### config.mk
export PLATFORM = sky130hd
export DESIGN_NAME = video_byte_pair_pixel_decoder_core
export DESIGN_NICKNAME = d
export VERILOG_FILES = /design/src/rtl/vbpd_pkg.sv /design/src/rtl/video_byte_pair_pixel_decoder_core.sv /design/src/rtl/vbpd_front.sv /design/src/rtl/vbpd_queue.sv /design/src/rtl/vbpd_back.sv
export SDC_FILE = /design/constraint.sdc
export NUM_CORES = 1
export LEC_CHECK = 0
export BUFFER_PORTS_ARGS = -buffer_cell sky130_fd_sc_hd__buf_2
export CAP_MARGIN = 0
export CORE_ASPECT_RATIO = 1.2
export CORE_UTILIZATION = 60
export CTS_CLUSTER_DIAMETER = 150
export DETAILED_ROUTE_END_ITERATION = 8
export PLACE_DENSITY = 0.91
export RECOVER_POWER = 50
export SLEW_MARGIN = 0
export SYNTH_ARGS = -nofsm -noshare
export SYNTH_HDL_FRONTEND = slang
export SYNTH_SLANG_ARGS = --single-unit
### constraint.sdc
create_clock -name clk -period 11.4 [get_ports clk]
set_input_delay 1.71 -clock clk [delete_from_list [all_inputs] [get_ports clk]]
set_output_delay 1.71 -clock clk [all_outputs]
set_load 0.02 [all_outputs]
### src/rtl/vbpd_pkg.sv
`default_nettype none
package vbpd_pkg;

  localparam int PALETTE_DEPTH       = 16;
  localparam int COLUMNS_PER_SEGMENT = 16;
  localparam int COL_W               = $clog2(COLUMNS_PER_SEGMENT);
  localparam int PAL_W               = $clog2(PALETTE_DEPTH);

  // visible window
  localparam logic [8:0] FIRST_LINE   = 9'd56;
  localparam logic [5:0] LAST_SEGMENT = 6'd41;

  typedef enum logic [2:0] {
    MODE_ATTR       = 3'd0,
    MODE_4C         = 3'd1,
    MODE_4C_SPECIAL = 3'd2,
    MODE_16C        = 3'd3,
    MODE_2C         = 3'd4
  } mode_t;

  typedef enum logic [0:0] {
    REG_VIDEO_MODE    = 1'b0,
    REG_BORDER_COLOUR = 1'b1
  } reg_index_t;

  // one classified request; data is {shape, colour} for a segment,
  // {entry, red, green, blue} for a palette write
  typedef struct packed {
    logic             is_write;
    logic             is_border;
    mode_t            mode;
    logic [PAL_W-1:0] border_colour;
    logic [15:0]      data;
  } queue_entry_t;

endpackage
`default_nettype wire

### src/rtl/video_byte_pair_pixel_decoder_core.sv
`default_nettype none
// Channel   Direction  Handshake             Payload
// request   in         in_valid / in_ready   op, line_number, segment_index, shape_byte,
//                                            colour_byte, palette_entry, *_level
// pixel     out        out_valid / out_ready pixel_index, red, green, blue, is_border, last
// config    in         APB psel/penable      paddr, pwdata, prdata (0: mode, 4: border)
//
// A segment request gives 16 pixels, one per clock while out_ready is high:
// the pixel channel carries one pixel per handshake.
// A palette write updates the palette in the back end and gives no pixel.
// Synchronous reset clears the palette, registers, queue and output valid.
// The queue lets the front accept requests while pixels are stalled downstream.
module video_byte_pair_pixel_decoder_core #(
  parameter int QUEUE_DEPTH = 2
) (
  input  wire logic        clk,
  input  wire logic        rst,
  // request channel
  input  wire logic        in_valid,
  output logic             in_ready,
  input  wire logic        op,
  input  wire logic [8:0]  line_number,
  input  wire logic [5:0]  segment_index,
  input  wire logic [7:0]  shape_byte,
  input  wire logic [7:0]  colour_byte,
  input  wire logic [3:0]  palette_entry,
  input  wire logic [3:0]  red_level,
  input  wire logic [3:0]  green_level,
  input  wire logic [3:0]  blue_level,
  // pixel channel
  output logic             out_valid,
  input  wire logic        out_ready,
  output logic [3:0]       pixel_index,
  output logic [7:0]       red,
  output logic [7:0]       green,
  output logic [7:0]       blue,
  output logic             is_border,
  output logic             last,
  // configuration port
  input  wire logic        psel,
  input  wire logic        penable,
  input  wire logic        pwrite,
  input  wire logic [2:0]  paddr,
  input  wire logic [31:0] pwdata,
  output logic [31:0]      prdata,
  output logic             pready
);
  import vbpd_pkg::*;

  logic [2:0]   video_mode;
  logic [3:0]   border_colour;
  logic         cfg_write;
  reg_index_t   reg_sel;

  logic         push_valid;
  logic         push_ready;
  queue_entry_t push_entry;
  logic         head_valid;
  queue_entry_t head_entry;
  logic         pop;

  // ---------------------------------------------------------------------------
  // Configuration registers: the user must write them only while the datapath is idle
  // (the block does not enforce this), so the front end may sample them as each request is classified.
  // ---------------------------------------------------------------------------
  assign pready    = 1'b1;
  assign cfg_write = psel && penable && pwrite && pready;
  assign reg_sel   = reg_index_t'(paddr[2]);

  always_ff @(posedge clk) begin
    if (rst) begin
      video_mode    <= 3'd0;
      border_colour <= 4'd0;
    end else if (cfg_write) begin
      case (reg_sel)
        REG_VIDEO_MODE:    video_mode    <= pwdata[2:0];
        REG_BORDER_COLOUR: border_colour <= pwdata[3:0];
        default: ;
      endcase
    end
  end

  always_comb begin
    case (reg_sel)
      REG_VIDEO_MODE:    prdata = {29'd0, video_mode};
      REG_BORDER_COLOUR: prdata = {28'd0, border_colour};
      default:           prdata = 32'd0;
    endcase
  end

  // ---------------------------------------------------------------------------
  // Front end: classify (border, mode) and pack the request for the queue.
  // ---------------------------------------------------------------------------
  vbpd_front u_front (
    .in_valid      (in_valid),
    .in_ready      (in_ready),
    .op            (op),
    .line_number   (line_number),
    .segment_index (segment_index),
    .shape_byte    (shape_byte),
    .colour_byte   (colour_byte),
    .palette_entry (palette_entry),
    .red_level     (red_level),
    .green_level   (green_level),
    .blue_level    (blue_level),
    .video_mode    (video_mode),
    .border_colour (border_colour),
    .push_valid    (push_valid),
    .push_ready    (push_ready),
    .push_entry    (push_entry)
  );

  // Palette writes travel through the queue too, keeping them in order with
  // the segments around them.
  vbpd_queue #(
    .DEPTH (QUEUE_DEPTH)
  ) u_queue (
    .clk        (clk),
    .rst        (rst),
    .push_valid (push_valid),
    .push_ready (push_ready),
    .push_entry (push_entry),
    .head_valid (head_valid),
    .pop        (pop),
    .head_entry (head_entry)
  );

  // ---------------------------------------------------------------------------
  // Back end: column counter, palette, gamma tables and output register.
  // ---------------------------------------------------------------------------
  vbpd_back u_back (
    .clk         (clk),
    .rst         (rst),
    .head_valid  (head_valid),
    .head_entry  (head_entry),
    .pop         (pop),
    .out_valid   (out_valid),
    .out_ready   (out_ready),
    .pixel_index (pixel_index),
    .red         (red),
    .green       (green),
    .blue        (blue),
    .is_border   (is_border),
    .last        (last)
  );

endmodule
`default_nettype wire

### src/rtl/vbpd_front.sv
`default_nettype none
module vbpd_front (
  input  wire logic                       in_valid,
  output logic                            in_ready,
  input  wire logic                       op,
  input  wire logic [8:0]                 line_number,
  input  wire logic [5:0]                 segment_index,
  input  wire logic [7:0]                 shape_byte,
  input  wire logic [7:0]                 colour_byte,
  input  wire logic [3:0]                 palette_entry,
  input  wire logic [3:0]                 red_level,
  input  wire logic [3:0]                 green_level,
  input  wire logic [3:0]                 blue_level,
  input  wire logic [2:0]                 video_mode,
  input  wire logic [3:0]                 border_colour,
  output logic                            push_valid,
  input  wire logic                       push_ready,
  output vbpd_pkg::queue_entry_t          push_entry
);
  import vbpd_pkg::*;

  mode_t mode;

  // unused codes fall back to attribute mode
  always_comb begin
    case (video_mode)
      3'd1:    mode = MODE_4C;
      3'd2:    mode = MODE_4C_SPECIAL;
      3'd3:    mode = MODE_16C;
      3'd4:    mode = MODE_2C;
      default: mode = MODE_ATTR;
    endcase
  end

  always_comb begin
    push_entry.is_write      = op;
    push_entry.is_border     = (line_number < FIRST_LINE) || line_number[8] ||
                               (segment_index == 6'd0) ||
                               (segment_index >= LAST_SEGMENT);
    push_entry.mode          = mode;
    push_entry.border_colour = border_colour;
    push_entry.data          = op ? {palette_entry, red_level, green_level, blue_level}
                                  : {shape_byte, colour_byte};
  end

  assign push_valid = in_valid;
  assign in_ready   = push_ready;

endmodule
`default_nettype wire

### src/rtl/vbpd_queue.sv
`default_nettype none
module vbpd_queue #(
  parameter int DEPTH = 2
) (
  input  wire logic                  clk,
  input  wire logic                  rst,
  input  wire logic                  push_valid,
  output logic                       push_ready,
  input  wire vbpd_pkg::queue_entry_t push_entry,
  output logic                       head_valid,
  input  wire logic                  pop,
  output vbpd_pkg::queue_entry_t     head_entry
);
  import vbpd_pkg::*;

  localparam int PTR_W = (DEPTH > 1) ? $clog2(DEPTH) : 1;
  localparam int CNT_W = $clog2(DEPTH + 1);
  localparam logic [PTR_W-1:0] PTR_LAST = PTR_W'(DEPTH - 1);

  queue_entry_t     entries [DEPTH];
  logic [PTR_W-1:0] wr_ptr;
  logic [PTR_W-1:0] rd_ptr;
  logic [CNT_W-1:0] count;
  logic             do_push;
  logic             do_pop;

  assign push_ready = (count != CNT_W'(DEPTH));
  assign head_valid = (count != '0);
  assign head_entry = entries[rd_ptr];
  assign do_push    = push_valid && push_ready;
  assign do_pop     = pop && head_valid;

  always_ff @(posedge clk) begin
    if (do_push) begin
      entries[wr_ptr] <= push_entry;
    end
  end

  always_ff @(posedge clk) begin
    if (rst) begin
      wr_ptr <= '0;
      rd_ptr <= '0;
      count  <= '0;
    end else begin
      if (do_push) begin
        wr_ptr <= (wr_ptr == PTR_LAST) ? '0 : wr_ptr + 1'b1;
      end
      if (do_pop) begin
        rd_ptr <= (rd_ptr == PTR_LAST) ? '0 : rd_ptr + 1'b1;
      end
      if (do_push && !do_pop) begin
        count <= count + 1'b1;
      end else if (do_pop && !do_push) begin
        count <= count - 1'b1;
      end
    end
  end

endmodule
`default_nettype wire

### src/rtl/vbpd_back.sv
`default_nettype none
module vbpd_back (
  input  wire logic                  clk,
  input  wire logic                  rst,
  input  wire logic                  head_valid,
  input  wire vbpd_pkg::queue_entry_t head_entry,
  output logic                       pop,
  output logic                       out_valid,
  input  wire logic                  out_ready,
  output logic [3:0]                 pixel_index,
  output logic [7:0]                 red,
  output logic [7:0]                 green,
  output logic [7:0]                 blue,
  output logic                       is_border,
  output logic                       last
);
  import vbpd_pkg::*;

  localparam logic [COL_W-1:0] COL_LAST = COL_W'(COLUMNS_PER_SEGMENT - 1);

  // 2*(level_table-64)+16
  function automatic logic [7:0] gamma(input logic [3:0] level);
    logic [7:0] g;
    case (level)
      4'd0:    g = 8'd48;
      4'd1:    g = 8'd124;
      4'd2:    g = 8'd144;
      4'd3:    g = 8'd160;
      4'd4:    g = 8'd172;
      4'd5:    g = 8'd182;
      4'd6:    g = 8'd192;
      4'd7:    g = 8'd200;
      4'd8:    g = 8'd208;
      4'd9:    g = 8'd214;
      4'd10:   g = 8'd220;
      4'd11:   g = 8'd226;
      4'd12:   g = 8'd232;
      4'd13:   g = 8'd238;
      4'd14:   g = 8'd244;
      default: g = 8'd248;
    endcase
    return g;
  endfunction

  logic [11:0]      palette [PALETTE_DEPTH];
  logic [COL_W-1:0] col;
  logic             advance;
  logic             step;
  logic             do_write;
  logic [7:0]       shape;
  logic [7:0]       colour;
  logic [2:0]       bit_sel;
  logic [3:0]       back_idx;
  logic [3:0]       fore_idx;
  logic [3:0]       col_idx;
  logic [PAL_W-1:0] idx;
  logic [11:0]      entry;

  assign advance  = !out_valid || out_ready;
  assign step     = head_valid && !head_entry.is_write && advance;
  assign do_write = head_valid && head_entry.is_write;
  assign pop      = do_write || (step && (col == COL_LAST));

  assign shape    = head_entry.data[15:8];
  assign colour   = head_entry.data[7:0];
  assign bit_sel  = ~col[3:1];  // leftmost bit first, two columns per bit
  assign back_idx = {~colour[7], colour[2:0]};
  assign fore_idx = {~colour[6], colour[5:3]};

  always_comb begin
    case (head_entry.mode)
      MODE_4C:         col_idx = {2'b00, shape[bit_sel], colour[bit_sel]};
      MODE_4C_SPECIAL: col_idx = {2'b00, head_entry.data[{bit_sel, 1'b0} +: 2]};
      MODE_16C:        col_idx = head_entry.data[{~col[3:2], 2'b00} +: 4];
      MODE_2C:         col_idx = {3'b000, head_entry.data[~col]};
      default:         col_idx = shape[bit_sel] ? fore_idx : back_idx;
    endcase
  end

  assign idx   = head_entry.is_border ? head_entry.border_colour : col_idx;
  assign entry = palette[idx];

  always_ff @(posedge clk) begin
    if (rst) begin
      for (int i = 0; i < PALETTE_DEPTH; i++) begin
        palette[i] <= '0;
      end
    end else if (do_write) begin
      palette[head_entry.data[15:12]] <= head_entry.data[11:0];
    end
  end

  always_ff @(posedge clk) begin
    if (rst) begin
      col       <= '0;
      out_valid <= 1'b0;
    end else begin
      if (step) begin
        col <= col + 1'b1;
      end
      if (advance) begin
        out_valid <= step;
      end
    end
  end

  always_ff @(posedge clk) begin
    if (step) begin
      pixel_index <= idx;
      red         <= gamma(entry[11:8]);
      green       <= gamma(entry[7:4]);
      blue        <= gamma(entry[3:0]);
      is_border   <= head_entry.is_border;
      last        <= (col == COL_LAST);
    end
  end

endmodule
`default_nettype wire

==> results of run 1 <==
[per-layer routing]
metal	part of all wire [%]	routed length (microns)	track usage, %
met4	5.1	1570	13.2
met5	0	0	0
met2	51	15800	45.9
met3	9.1	2820	4.28
met1	35	10800	31.6
[flip-flops by register name (all words and copies together) (netlist names), 2 cells and up, named ones only]
name and flops:
u_back.palette 192, u_queue.entries 50, u_back.blue 7, u_back.green 7, u_back.red 7, border_colour 4
u_back.col 4, u_back.pixel_index 4, video_mode 3, u_queue.count 2
[layout make-up]
class                   instances  area [sq um]
flip-flops and latches        286          8420
clock buffers                  37           753
inverters                      18          68.8
multi-input cells             702          5050
fillers                      1573          7890
well taps                     315           394
clock inverters                12          90.1
diodes                          1          2.50
repair buffers                108           538
[power groups by stage]
stage	sequential (mW)	clock (mW)	combinational (mW)
2_1_floorplan	1.47	0	1.49
3_3_place_gp	1.41	0	1.79
3_5_place_dp	1.42	0	1.85
4_1_cts	1.40	0.865	1.86
5_1_grt	1.41	0.907	2.02
6_report	1.40	0.865	1.87
[worst max-delay path by stage]
| stage | cells after the start | end | from | slack, ps |
|---|---|---|---|---|
| 2_1_floorplan | 17 | u_back.red[3] | register | 6970 |
| 3_3_place_gp | 14 | u_back.blue[3] | register | 5070 |
| 3_5_place_dp | 16 | u_back.blue[3] | register | 5050 |
| 4_1_cts | 16 | u_back.blue[3] | register | 5040 |
| 5_1_grt | 15 | u_back.blue[3] | register | 2840 |
| 6_report | 15 | u_back.blue[3] | register | 3440 |
[cells in the mapped netlist, types with 3 or more instances]
cell type | instances | area (sq um)
mux2i_2 | 3 | 41.3
nand3b_1 | 3 | 22.5
inv_1 | 16 | 60.1
xor2_1 | 5 | 43.8
nand4_1 | 4 | 25.0
mux4_2 | 29 | 653
a211o_1 | 3 | 26.3
nor2_1 | 233 | 875
o21ai_1 | 3 | 15.0
a311o_1 | 3 | 30.0
mux2i_1 | 74 | 741
nand2_1 | 42 | 158
a2111oi_0 | 3 | 26.3
mux4_1 | 8 | 210
buf_4 | 39 | 293
nor3_1 | 16 | 80.1
a211oi_1 | 19 | 143
clkbuf_1 | 41 | 154
nand3_1 | 10 | 50.1
mux2_2 | 36 | 405
nand2b_1 | 31 | 194
nor2b_1 | 13 | 81.3
and3_1 | 3 | 18.8
or3_1 | 3 | 18.8
o22a_1 | 3 | 26.3
and2_1 | 4 | 25.0
dfxtp_1 | 17 | 340
ha_1 | 17 | 213
o22ai_1 | 6 | 37.5
buf_2 | 6 | 30.0
a21oi_1 | 29 | 145
a22oi_1 | 8 | 60.1
edfxtp_1 | 269 | 8080
o21ai_0 | 11 | 55.1
buf_12 | 7 | 140
o21a_1 | 3 | 22.5
buf_8 | 3 | 45.0
buf_6 | 11 | 124
[critical path, cell delays in order, from the launching register on]
cell,delay (ps)
dfxtp_2,310
clkbuf_1,1920
mux2i_1,530
mux4_2,630
o221ai_1,220
a32oi_1,140
a221oi_4,940
buf_4,880
mux4_1,390
nor2b_1,140
a21oi_1,260
or4b_1,590
ha_1,330
nor2_1,40
a211oi_1,210
a21oi_1,80
[kinds of logic after synthesis]
logic type      Yosys count  share of synthesized area (%)
compound gates          117                           6.06
xor+xnor                  7                          0.432
fa+ha+maj                17                           1.50
buf+inv                 126                           6.08
flops                   286                           59.4
mux                     151                           14.6
other cells               2                         0.0530
simple gates            378                           11.9
==> qor.yml, run 1 <==
route:
  routed_wl_microns: 31000
  ant_nets: 0
  vias: 9082
  dr.first_iter.drc_count: 1187
  viasPerCell: 6.14
  drc: 0
  avgRoutedWirePerCell_microns: 20.9
  drt_first_pass_iters: 5
logic_synthesis:
  synth_edf_count: 269
  synth.distinct_cells: 79
  synthesis.area_sq_mm: 0.0142
  syn_area_per_cell_sq_um: 13.1
  ys_seq_area_share_pct: 59.4
  synthCells: 1084
  ys_warn_count: 0
  ys.flop_type: "edfxtp_1"
  async_reset_ff_share_pct: 0
  synth-seq-cells: 286
critical_path:
  reg2reg_slack_ps: 3440
  cp_max_fo: 58
  start_kind: "register"
  rr_endpoint: "u_back.blue[3]"
  required_ps: 11670
  cp.arrival_ps: 8230
  worstRegToRegCells: 15
  cp-end-kind: "register"
  worstSetupPathType: "reg2reg"
cells_and_area:
  finalNonFillerCells: 1479
  fin_util_pct: 66.0
  layout-drive-gt1-share_pct: 16.8
  layout_commonest_cell: "edfxtp_1"
  layout_common_cells: "edfxtp_1, nor2_1, mux2i_1, buf_2, nand2_1"
  syn2layout_area_growth_pct: 7.99
  stdcell_area_sq_mm: 0.0153
  num-nets-final: 1250
floorplan:
  rows: 61
  die_h_microns: 170
  dieArea_sq_mm: 0.0243
  core_sq_mm: 0.0232
  die_w_microns: 142
  start_util_pct: 61.1
  ioPinCount: 155
clocking:
  post_cts_resized: 0
  cts_htree_levels: 1
  ctsRootBufferMaster: "clkbuf_16"
  clkTransAtPathRegs_ps: 60
  numCtsBuffers: 27
  clock_path_buffers: 3
  tritoncts: "done"
  insertion_delay_ps: 550
  holdBufCountCts: 0
  post-cts-setup-buffers: 0
  cts_sinks: 286
pwr:
  power_frac_comb_pct: 45.2
  switching_share_pct: 38.8
  powerDensity_mw_per_mm2: 270
  cellLeakagePower_nw: 5.84
  seqPwrFrac_pct: 33.9
  power_mw: 4.14
  max-vdd-ir-drop_mv: 0.152
  pwr-share-clk_pct: 20.9
  netSwitchingPower_mw: 1.61
  p_int_mw: 2.53
worst_hold_path:
  holdPathEnd: "u_queue.entries[0][18]"
  min_path_type: "reg2reg"
  holdPathStages: 0
  holdCritStartpoint: "border_colour[2]"
placement:
  gp_congestion: 0.892
  numPlacedInstances: 1429
  post-place-ws_ps: 5050
  place.port_buffers: 89
  place_hpwl_microns: 20200
  place_area_sq_mm: 0.0145
grt:
  grt_max_degree: 59
  antenna_found_initial: 0
  grt_pass1_vias: 9066
  overflow: 0
  grt_pass1_wl_microns: 48200
  grt.total_usage_pct: 26.3
run_status:
  violations: "max-capacitance violations, max-slew violations"
  status: "finished, violations left"
timing:
  maxSlewViolCount: 113
  rsz0062_at_grt: "no"
  min_period_ps: 7960
  worstMarginPinSlew_ps: 2730
  clock-skew-final_ps: 26.4
  holdWs_ps: 500
  hold_viol: 0
  slew_headroom_pct: -81.9
  fmax_ghz: 0.126
  setup_slack_ps: 3440
  setup_viol: 0
  setup-tns-final_ps: 0
  fin_crit_sh_pct: 69.8
job:
  cap_viol_max_count: 3
(Power assumes the default switching activity.)
==> run 2, diff against run 1 <==
--- a/config.mk
+++ b/config.mk
@@ -5,13 +5,14 @@
 export SDC_FILE = /design/constraint.sdc
 export NUM_CORES = 1
 export LEC_CHECK = 0
+export ABC_AREA = 1
 export BUFFER_PORTS_ARGS = -buffer_cell sky130_fd_sc_hd__buf_2
 export CAP_MARGIN = 0
 export CORE_ASPECT_RATIO = 1.2
-export CORE_UTILIZATION = 60
+export CORE_UTILIZATION = 54
 export CTS_CLUSTER_DIAMETER = 150
 export DETAILED_ROUTE_END_ITERATION = 8
-export PLACE_DENSITY = 0.91
+export PLACE_DENSITY = 0.87
 export RECOVER_POWER = 50
 export SLEW_MARGIN = 0
 export SYNTH_ARGS = -nofsm -noshare
==> constraint.sdc (replaced) <==
create_clock -name clk -period 7.2 [get_ports clk]
set_input_delay 1.08 -clock clk [delete_from_list [all_inputs] [get_ports clk]]
set_output_delay 1.08 -clock clk [all_outputs]
set_load 0.02 [all_outputs]
==> run 2 against run 1 <==
The flow still finishes with violations (max-capacitance violations, max-slew violations). Global-route usage is 0.78 points lower. Via count is 29% higher. Combinational power is 100% higher. Die area is 15% higher. Critical path type unchanged. Critical endpoint is now u_back.red[2]. Highest routed layer unchanged.
==> qor.yml, run 2 <==
critical_path:
  cp-end-kind: "register"
  worstSetupPathType: "reg2reg"
  cp.arrival_ps: 5920  # -2310 ps
  max_stage_delay_ps: 710  # -1210 ps
  worstPathCellList: "inv_1, nand2_2, nand2_1, a21oi_1, o211ai_1, nand3_1, nand3_1, nand2_1, nand2_1, nand2_1, buf_4, inv_2, nand3_1, nand3_1, nand3_1, nand2_1, ha_1, nand3b_1, nand3_1, nand2_1"
  start_kind: "register"
  reg2reg_slack_ps: 1590  # -1860 ps
  cpMaxStageDelayCell: "dfxtp_1"
  rr_endpoint: "u_back.red[2]"
  cp_max_fo: 49  # -16%
  required_ps: 7500  # -4170 ps
  worstRegToRegCells: 20  # +5
logic_synthesis:
  synthesis.area_sq_mm: 0.0147  # +4.0%
  ys_warn_count: 0  # unchanged
  async_reset_ff_share_pct: 0  # unchanged
  synth.top_cell.area_share_pct: 54.8  # -2.2 points
  synth-seq-cells: 286  # unchanged
  synth.distinct_cells: 35  # -56%
  synth_edf_count: 269  # unchanged
  synthTopCellsByArea: "edfxtp_1, nand2_1, nand3_1"
  syn_area_per_cell_sq_um: 8.98  # -31%
  yosys.area.top_type: "edfxtp_1"
  ys.flop_type: "edfxtp_1"
  ys_seq_area_share_pct: 57.1  # -2.3 points
  synthCells: 1642  # +51%
  synth.most_common_cell: "nand2_1"
  ys_top_cells_by_count: "nand2_1, nand3_1, edfxtp_1"
grt:
  grt.total_usage_pct: 25.6  # -0.78 points
  antenna_found_initial: 0  # unchanged
  overflow: 0  # unchanged
  grt_pass1_wl_microns: 56100  # +16%
  grt_use_met3_pct: 3.80  # -0.47 points
  grt_pass1_vias: 11400  # +25%
  grt_max_degree: 73  # +24%
  busiest_layer: "met2"
  grt_util_met2_pct: 46.1  # +0.16 points
  gr-usage-met1_pct: 29.9  # -1.8 points
timing:
  setup-tns-final_ps: 0  # unchanged
  hold_viol: 0  # unchanged
  fin_crit_sh_pct: 78.0  # +8.2 points
  maxSlewViolCount: 33  # -71%
  worstMarginPinSlew_ps: 1890  # -840 ps
  min_period_ps: 5610  # -2340 ps
  slew_headroom_pct: -25.9  # +56 points
  fmax_ghz: 0.178  # +42%
  setup_slack_ps: 1590  # -1860 ps
  clock-skew-final_ps: 13.1  # -13.3 ps
  setup_viol: 0  # unchanged
  rsz0062_at_grt: "no"
pwr:
  pwr-share-clk_pct: 19.5  # -1.4 points
  powerDensity_mw_per_mm2: 471  # +74%
  netSwitchingPower_mw: 3.50  # +120%
  seqPwrFrac_pct: 29.7  # -4.2 points
  cellLeakagePower_nw: 6.95  # +19%
  max-vdd-ir-drop_mv: 0.249  # +64%
  power_frac_comb_pct: 50.8  # +5.6 points
  switching_share_pct: 46.5  # +7.7 points
  p_int_mw: 4.03  # +59%
cells_and_area:
  syn2layout_area_growth_pct: 8.34
  stdcell_area_sq_mm: 0.0160  # +4.3%
  insertedDiodeCount: 0  # -1
  num-nets-final: 1787  # +43%
  largest_reg_flops: 192  # unchanged
  multiInputGateArea_sq_mm: 0.00519  # +2.8%
  top_regs: "u_back.palette (192), u_queue.entries (50)"
  regMostFlops: "u_back.palette"
  finalNonFillerCells: 2037  # +38%
  layout-drive-gt1-share_pct: 8.17  # -8.6 points
  layout_common_cells: "nand2_1, nand3_1, edfxtp_1, nor2_1, inv_1"
  register_area_sq_mm: 0.00842  # about the same
  nFillCells: 2106  # +34%
  layout_commonest_cell: "nand2_1"
floorplan:
  ioPinCount: 155  # unchanged
  die_h_microns: 183  # +7.4%
  rows: 65  # +6.6%
  dieArea_sq_mm: 0.0280  # +15%
  die_w_microns: 153  # +7.4%
  core_sq_mm: 0.0266  # +15%
  start_util_pct: 55.4  # -5.7 points
placement:
  place_area_sq_mm: 0.0151  # +4.0%
  place.port_buffers: 89  # unchanged
  numPlacedInstances: 1985  # +39%
  post-place-ws_ps: 2210  # -2850 ps
  gp_congestion: 0.927  # +4.0%
  place_hpwl_microns: 22200  # +9.5%
route:
  dr.first_iter.drc_count: 1162  # -2.1%
  drt_first_pass_iters: 6  # +1
  viasPerCell: 5.74  # -6.6%
  ant_nets: 0  # unchanged
  avgRoutedWirePerCell_microns: 17.4  # -17%
  drc: 0  # unchanged
  routed_wl_microns: 35500  # +15%
  vias: 11700  # +29%
clocking:
  holdBufCountCts: 0  # unchanged
  cts_htree_levels: 1  # unchanged
  post-cts-setup-buffers: 0  # unchanged
  cts_sinks: 286  # unchanged
  ctsRootBufferMaster: "clkbuf_16"
  post_cts_resized: 0  # unchanged
  numCtsBuffers: 28  # +3.7%
  clkTransAtPathRegs_ps: 70  # about the same
  insertion_delay_ps: 550  # about the same
  clock_path_buffers: 3  # unchanged
  tritoncts: "done"
run_status:
  status: "finished, violations left"
  violations: "max-capacitance violations, max-slew violations"
worst_hold_path:
  holdPathEnd: "u_queue.entries[0][19]"
  holdCritStartpoint: "border_colour[3]"
  min_path_type: "reg2reg"
  holdPathStages: 0  # unchanged
job:
  cap_viol_max_count: 1  # -2
## run 2: logic make-up (layout without fill, tap and decap cells)
family | count (synthesis) | after routing | synth area share (%)
other | 2 | 32 | 0.0509
adder cells (fa/ha/maj) | 17 | 17 | 1.44
multiplexers | 16 | 16 | 1.22
buffers and inverters | 266 | 296 | 8.52
AO/OA/AOI/OAI | 54 | 54 | 2.04
XOR/XNOR | 2 | 2 | 0.170
flip-flops | 286 | 286 | 57.1
AND/OR/NAND/NOR | 999 | 999 | 29.5
## run 2: worst max-delay path by stage
| stage | start | to | slack (ps) | cells past startpoint |
|---|---|---|---|---|
| 2_1_floorplan | out_ready | u_queue.count[1] | 4190 | 10 |
| 3_3_place_gp | register | u_back.blue[3] | 2330 | 24 |
| 3_5_place_dp | register | u_back.red[2] | 2210 | 22 |
| 4_1_cts | register | u_back.blue[3] | 2160 | 24 |
| 5_1_grt | register | u_back.green[3] | 1120 | 22 |
| 6_report | register | u_back.red[2] | 1590 | 20 |
## run 2: per-stage QoR
stage	utilization [%]	hold slack (ps)	power (mW)
final	60.1	487	7.53
after global routing	60.1	514	7.98
after CTS	60.3	485	7.46
after detailed placement	56.8	471	5.98
after global placement	56.8	464	5.84
after floorplan	-	442	5.12
## run 2: metal layers
layer | wire length [microns] | vias up
met5 | 0 | -
met4 | 1500 | 0
met3 | 3410 | 122
met2 | 17900 | 717
met1 | 12600 | 5408
li1 | - | 5438
## run 2: critical path, delay by kind of cell, from the launching register on
kind                     cells  cell delay [ps]
AO/OA/AOI/OAI                2              510
buffers and inverters        3             1590
flip-flops                   1              710
AND/OR/NAND/NOR             14             2250
adder cells (fa/ha/maj)      1              280
## run 2: final cells by class
class | count | area share [%]
flip-flops and latches | 286 | 52.7
clock inverters | 9 | 0.251
inverters | 143 | 3.36
well taps | 335 | 2.62
repair buffers | 101 | 3.00
clock buffers | 43 | 5.59
multi-input cells | 1120 | 32.5
## run 2: power groups by stage
stage	Sequential [mW]	Clock (mW)	Combinational, mW
finish	2.23	1.47	3.83
global placement	2.25	0	3.59
floorplan	2.33	0	2.79
CTS	2.23	1.47	3.76
detailed placement	2.26	0	3.72
global route	2.25	1.53	4.20
==> run 3, diff against run 2 <==
==> constraint.sdc (replaced) <==
create_clock -name clk -period 5.12 [get_ports clk]
set_input_delay 0.768 -clock clk [delete_from_list [all_inputs] [get_ports clk]]
set_output_delay 0.768 -clock clk [all_outputs]
set_load 0.02 [all_outputs]
==> run 3 against run 2 <==
Flip-flop and latch count stayed put. The run still ends with max-capacitance violations, max-slew violations left. Global-route usage is 0.48 points lower. Register-to-register slack worse by 920 ps. Maximum frequency is 26% higher. Critical endpoint is now u_back.green[3]. Non-clock buffer count is 3 higher. Clock skew is 2.6 ps lower. Critical path depth stayed put. Sequential power is 40% higher. Critical path type unchanged. Clock power is 44% higher.
==> qor.yml, run 3 (synthesis gave the netlist of run 2 again) <==
critical_path:
  reg2reg_slack_ps: 670  # -920 ps
  cpMaxStageDelayCell: "clkinv_1"
  required_ps: 5420  # -2080 ps
  cp_max_fo: 23  # -53%
  worstSetupPathType: "reg2reg"
  max_stage_delay_ps: 550  # -160 ps
  cp.arrival_ps: 4750  # -1170 ps
  critPathMostFrequentCell: "nand2_1"
  worstPathCellList: "inv_1, nand2_2, nand2_2, a21oi_1, o211ai_1, nand2_2, nand3_1, o211ai_1, nand2_1, o21a_1, buf_4, clkinv_1, nand3_1, nand2_1, ha_1, inv_1, nand2_1, nand2_1, nand2_1, nand2_1"
  start_kind: "register"
  cp-end-kind: "register"
grt:
  grt_max_degree: 97  # +33%
  grt_pass1_vias: 11100  # -2.3%
  grt_pass1_wl_microns: 55200  # -1.6%
  antenna_found_initial: 0  # unchanged
  overflow: 0  # unchanged
  grt.total_usage_pct: 25.1  # -0.48 points
cells_and_area:
  stdcell_area_sq_mm: 0.0161  # +0.49%
  regMostFlops: "u_back.palette"
  layout-drive-gt1-share_pct: 8.85  # +0.68 points
  nFillCells: 2131  # +1.2%
  largest_reg_flops: 192  # unchanged
  syn2layout_area_growth_pct: 8.87
  top_regs: "u_back.palette (192), u_queue.entries (50)"
  layout_common_cells: "nand2_1, nand3_1, edfxtp_1, nor2_1, inv_1"
  multiInputGateArea_sq_mm: 0.00519  # unchanged
  num-nets-final: 1791  # +0.22%
  insertedDiodeCount: 0  # unchanged
  layout_commonest_cell: "nand2_1"
  register_area_sq_mm: 0.00842  # unchanged
placement:
  gp_congestion: 0.896  # -3.4%
  place.port_buffers: 89  # unchanged
  place_hpwl_microns: 22800  # +3.0%
  place_area_sq_mm: 0.0151  # +0.31%
route:
  routed_wl_microns: 34900  # -1.6%
  dr.first_iter.drc_count: 1350  # +16%
  avgRoutedWirePerCell_microns: 17.1  # -1.8%
  ant_nets: 0  # unchanged
  drt_first_pass_iters: 9  # +3
  viasPerCell: 5.66  # -1.2%
  vias: 11600  # -1.1%
  drc: 0  # unchanged
pwr:
  cellLeakagePower_nw: 6.99  # +0.61%
  netSwitchingPower_mw: 4.89  # +40%
  switching_share_pct: 46.0  # -0.53 points
  max-vdd-ir-drop_mv: 0.345  # +38%
  powerDensity_mw_per_mm2: 662  # +41%
  p_int_mw: 5.74  # +43%
  power_frac_comb_pct: 50.7  # about the same
  seqPwrFrac_pct: 29.4  # -0.3 points
  pwr-share-clk_pct: 19.9  # +0.4 points
clocking:
  insertion_delay_ps: 550  # about the same
  clkTransAtPathRegs_ps: 60  # about the same
  cts_htree_levels: 1  # unchanged
  post_cts_resized: 0  # unchanged
  post-cts-setup-buffers: 0  # unchanged
  tritoncts: "done"
  cts_sinks: 286  # unchanged
  numCtsBuffers: 29  # +3.6%
  ctsRootBufferMaster: "clkbuf_16"
  holdBufCountCts: 0  # unchanged
  clock_path_buffers: 3  # unchanged
floorplan:
  rows: 65  # unchanged
  core_sq_mm: 0.0266  # unchanged
  die_w_microns: 153  # unchanged
  ioPinCount: 155  # unchanged
  dieArea_sq_mm: 0.0280  # unchanged
  start_util_pct: 55.4  # unchanged
  die_h_microns: 183  # unchanged
timing:
  maxSlewViolCount: 59  # +79%
  worstMarginPinSlew_ps: 2020  # +134 ps
  setup-tns-final_ps: 0  # unchanged
  min_period_ps: 4450  # -1160 ps
  setup_viol: 0  # unchanged
  slew_headroom_pct: -35.3  # -9.4 points
  rsz0062_at_grt: "no"
  fin_crit_sh_pct: 86.9  # +9.0 points
  hold_viol: 0  # unchanged
  fmax_ghz: 0.225  # +26%
  clock-skew-final_ps: 10.4  # -2.63 ps
run_status:
  status: "finished, violations left"
  violations: "max-capacitance violations, max-slew violations"
job:
  cap_viol_max_count: 2  # +1
worst_hold_path:
  min_path_type: "in2reg"
-- run 3: path summary, 6_finish.rpt --
path	from	cells past startpoint	end
worst max-delay path	register	20	u_back.green[3]
worst min-delay path	pwdata[3]	3	border_colour[3]
worst max register to register	register	20	u_back.green[3]
worst min register to register	border_colour[3]	0	u_queue.entries[0][19]
-- run 3: layout make-up --
| cell class | count | area share (%) |
|---|---|---|
| sequential | 286 | 52.4 |
| multi-input combinational | 1120 | 32.3 |
| clock buffer | 36 | 5.07 |
| inverter | 143 | 3.34 |
| timing repair buffer | 104 | 3.28 |
| tap | 335 | 2.61 |
| clock inverter | 17 | 0.928 |
-- run 3: metal layers --
layer	routed length, microns	vias to the layer above	part of all wire [%]	global-route usage, %
li1	-	5454	-	-
met3	3140	122	9.0	3.21
met5	0	-	0	0
met2	17500	643	50	45.2
met1	12700	5343	36	29.5
met4	1520	0	4.4	12.6
-- run 3: per-stage QoR --
stage                     hold WS, ps  instances  power (mW)  util [%]  worst slack [ps]
after floorplan                   442       1672        7.20         -              2200
after global placement            462       1988        8.25      57.0              1100
after detailed placement          471       1988        8.46      57.0               942
after CTS                         432       2041        10.6      60.6               929
after global routing              482       2041        11.4      60.4               312
final                             442       2041        10.6      60.4               670
-- run 3: worst max-delay path, delay by kind of cell, from the launching register on --
kind                     cells  cell delay, ps
flip-flops                   1             310
buffers and inverters        4            1410
AO/OA/AOI/OAI                4             530
AND/OR/NAND/NOR             11            1610
adder cells (fa/ha/maj)      1             310
-- run 3: power groups by stage --
| stage | Clock (mW) | Sequential [mW] | Combinational [mW] |
|---|---|---|---|
| final | 2.12 | 3.13 | 5.39 |
| after global routing | 2.22 | 3.15 | 5.99 |
| after CTS | 2.14 | 3.12 | 5.33 |
| after detailed placement | 0 | 3.16 | 5.30 |
| after global placement | 0 | 3.15 | 5.09 |
| after floorplan | 0 | 3.28 | 3.92 |
